### src/rtl/core/prq_ram.sv
// Generic RAM with one write port and one registered read port.
`default_nettype none
module prq_ram #(
  parameter int WIDTH = 8,
  parameter int DEPTH = 64
) (
  input  wire logic                     clk_i,
  input  wire logic                     we_i,
  input  wire logic [$clog2(DEPTH)-1:0] waddr_i,
  input  wire logic [WIDTH-1:0]         wdata_i,
  input  wire logic                     re_i,
  input  wire logic [$clog2(DEPTH)-1:0] raddr_i,
  output logic      [WIDTH-1:0]         rdata_o
);

  logic [WIDTH-1:0] mem_q [DEPTH];

  always_ff @(posedge clk_i) begin
    if (we_i) begin
      mem_q[waddr_i] <= wdata_i;
    end
    if (re_i) begin
      rdata_o <= mem_q[raddr_i];
    end
  end

endmodule
`default_nettype wire

### config.mk
export PLATFORM = sky130hd
export DESIGN_NAME = prq_ram
export DESIGN_NICKNAME = d
export VERILOG_FILES = /design/src/rtl/core/prq_ram.sv
export SDC_FILE = /design/constraint.sdc
export NUM_CORES = 1
export LEC_CHECK = 0
export BUFFER_PORTS_ARGS = -buffer_cell sky130_fd_sc_hd__buf_2
export CAP_MARGIN = 25
export CORE_ASPECT_RATIO = 1.4
export CORE_MARGIN = 5
export CORE_UTILIZATION = 62
export CTS_CLUSTER_DIAMETER = 200
export DETAILED_ROUTE_END_ITERATION = 10
export PLACE_DENSITY_LB_ADDON = 0.1
export SYNTH_ARGS = -nofsm -noshare
export SYNTH_HDL_FRONTEND = slang
export SYNTH_SLANG_ARGS = --single-unit
### constraint.sdc
create_clock -name clk_i -period 2.4 [get_ports clk_i]
set_clock_uncertainty 0.1 [all_clocks]
set_input_delay 0.24 -clock clk_i [delete_from_list [all_inputs] [get_ports clk_i]]
set_output_delay 0.24 -clock clk_i [all_outputs]
set_load 0.01 [all_outputs]
# After elaboration in Yosys (flattened, before gate mapping)
# Memory sizes are Yosys's and may differ from the RTL's. A register that Yosys moved wholly into a read port is not among the register bits.
# Cells that the tools add are included.
# classes
mux	2
# op_table
op	n
two-way mux 1 bit	2
# word_totals
memories	1
out_inout_bits	8
inputBits	23
word_cells	3
ram_bits	512
ff_bits	0
# mem_list
memory	words	width	rd	rd_ports_with_merged_regs	wr	line	rtl
mem_q	64	8	1	1	1	16	logic [WIDTH-1:0] mem_q [DEPTH];

# Longest topological paths before layout
# depth
depth_word	2
depth_mapped	9
depth_no_buf	5

# Worst setup path after synthesis
# No wires, ideal clock.
# synth_path
kind	input port to flip-flop
startpoint	input raddr_i[1]
endpoint	register rdata_o[3], read port of mem_q (data pin)
t_required_ns	2.034
path_slack_ns	0.254
n_path_buf	3
path_stages	7
arrival_ns	1.780
setup_ns	0.266
path_cell_list	buf_4 buf_2 buf_2 mux4_2 mux4_2 o21ai_1 o41ai_1
# synth_lines
item	line	rtl
start, declared	12	input wire logic [$clog2(DEPTH)-1:0] raddr_i,
end, declared	13	output logic [WIDTH-1:0] rdata_o

==> results.toml <==
[run_status]
run_status = "completed"

[routing]
drc = 0
via_count = 9969
post_drt_wl_per_cell_um = 28.7
ant_nets = 0
wirelength_um = 44900
dr.pass1.iters = 5
viasPerCell = 6.36
drt_iter0_markers = 1083

[global_route]
busiest_layer = "met2"
grt_max_degree = 65
use_met3 = 0.0466
gr-usage-met2 = 0.434
grt.overflow.total = 0
antenna_found_initial = 0
grt_usage = 0.255
grt_pass1_vias = 10600
grt_use_met1 = 0.334
grt_pass1_wl_um = 67500

[run]
max_cap_violations = 0

[layout]
fillCellCount = 1928
final_cell_area_sq_mm = 0.0232
drive_gt1_frac = 0.322
nets = 1117
final-seq-area_sq_mm = 0.0156
layout.cells.non_filler = 1568
multi_input_area_sq_mm = 0.00432
diodes = 0
utilization = 0.719
area_growth_pct = 14.8

[sta]
maxSlewHeadroom = 0.535
rsz0062_at_grt = "false"
tns_ns = 0
min_period_ns = 2.23
hold_viol = 0
setup_viol_count_final = 0
fin_crit_sh = 0.929
clock.fmax_mhz = 449
slew_viol_final = 0
worst_pin_slew_ns = 0.697

[logic_synthesis]
async_reset_ff_frac = 0
yosysTopAreaCellShare = 0.771
ys.flop_type = "edfxtp_1"
ys_ff_latch = 520
yosys-top-cells-area = "edfxtp_1 (77%), mux4_2 (14%), nor2_1 (1.5%), mux2i_1 (1.1%), mux2_2 (0.72%)"
synth_cell_types = 39
ys_seq_area_frac = 0.771
avgSynthCellArea_sq_um = 21.5
synth_nets = 963
synth_area_sq_mm = 0.0202
synth_top_cell_by_area = "edfxtp_1"
syn_inst = 940
yosys_warnings = 0
synth-edff-count = 520

[setup_path]
cp_num_buf_inv = 0
max_stage_delay_ns = 0.52
startpoint = "mem_q[39][3]"
cp.required_ns = 2.59
start_kind = "flop"
path_class = "reg2reg"
worst_path_dominant_cell_family = "multiplexers"
slowest_stage = "mux4_2"
crit_top_cell = "mux4_2"
critPathCaptureType = "flop"
crit_chain = "mux4_2 -> mux4_2 -> o21ai_1 -> o41ai_1"
critPathMaxFanout = 1
r2r_start = "mem_q[39][3]"
crit_arrival_ns = 2.41

[placement]
gp_congestion = 0.897
dpl-instance-area_sq_mm = 0.0217
placedCellCount = 1484
hpwlAfterDp_um = 30000
portBuffers = 30

[clock_tree]
root_buffer = "clkbuf_16"
h-tree-depth = 2
clk_pin_slew_ns = 0.06
clock_path_buffers = 3
post_cts_buffers = 0
clk_latency_ns = 0.56
cts.sinks = 520
cts_tree = "built"
cts_inserted_buffers = 45

[hold_path]
worstHoldPathType = "in2reg"
min_from = "wdata_i[1]"

[die]
start_util = 0.627
io_pins = 31
fp.dieW_um = 163
die_h_um = 224
core-area_sq_mm = 0.0323
dieArea_sq_mm = 0.0364
num_rows = 78

[pwr]
switching_share = 0.204
comb_power_share = 0.056
p_per_area_mw_per_mm2 = 784
power.leakage_nw = 7.51
irDropWorstVdd_v = 0.000787
fin_total_pwr_w = 0.0182
internal_power_w = 0.0145
seqPwrFrac = 0.554
p_sw_w = 0.00372
pwr-share-clk = 0.390
cells in the final DEF (no fill, tap or decap), types with 9 or more instances in the layout:
cell	Yosys	routed
mux2_2	13	13
buf_2	11	27
clkinv_1	0	11
clkbuf_16	0	47
nand2_1	19	19
buf_4	13	114
buf_12	2	14
nor2_1	83	83
nor2b_1	14	14
mux2i_1	23	23
mux4_2	126	126
edfxtp_1	520	520
clkinv_2	0	9
nand3_1	13	13
metrics by stage:
| stage | hold slack, ns | setup slack (ns) |
|---|---|---|
| floorplan | 0.239 | 0.254 |
| global route | 0.0822 | 0.135 |
| detailed placement | 0.538 | -0.234 |
| global placement | 0.528 | -0.247 |
| CTS | 0.0622 | 0.212 |
| finish | 0.0725 | 0.171 |
cells by family after synthesis:
group                  share of synthesized area
multiplexers                               0.159
AND/OR/NAND/NOR                           0.0337
AO/OA/AOI/OAI                             0.0206
flip-flops                                 0.771
buffers and inverters                     0.0156
path summary, 6_finish.rpt:
kind	end	depth (start not counted)	slack (ns)
setup reg to reg	rdata_o[3]	4	0.17
hold / removal	mem_q[52][1]	2	0.07
setup / recovery	rdata_o[3]	4	0.17
hold reg to reg	rdata_o[6]	3	0.89
synthesized netlist by cell type (8+ instances only):
cell type,n
buf_2,11
buf_4,13
clkbuf_1,17
edfxtp_1,520
mux2_2,13
mux2i_1,23
mux4_2,126
nand2_1,19
nand3_1,13
nor2_1,83
nor2b_1,14
o221ai_1,8
o22ai_1,8
layer usage:
metal	up-vias	wire length [um]
met2	468	23400
li1	4240	-
met1	5173	16100
met4	0	1900
met5	-	0
met3	88	3550
state kept, by name, summed over array words and instances (netlist names):
name	flops
rdata_o	8
mem_q	512
power groups by stage:
| stage | Combinational [W] | Sequential [W] | Clock [W] |
|---|---|---|---|
| floorplan | 0.000536 | 0.0103 | 0 |
| global placement | 0.000976 | 0.0103 | 0 |
| detailed placement | 0.00101 | 0.0103 | 0 |
| CTS | 0.00102 | 0.0101 | 0.00720 |
| global route | 0.00107 | 0.0101 | 0.00757 |
| finish | 0.00101 | 0.0101 | 0.00711 |
what timing repair did:
item	in CTS	in global routing
gates resized for setup	0	0
endpoints found under the hold margin	16	0
hold buffers	2	0
cell type report:
type                    count  area share
clock inverters            30      0.0110
well taps                 440      0.0237
multi-input cells         369       0.186
repair buffers            158      0.0562
clock buffers              51      0.0513
flip-flops and latches    520       0.672
Power figures use the tool's default switching activity.
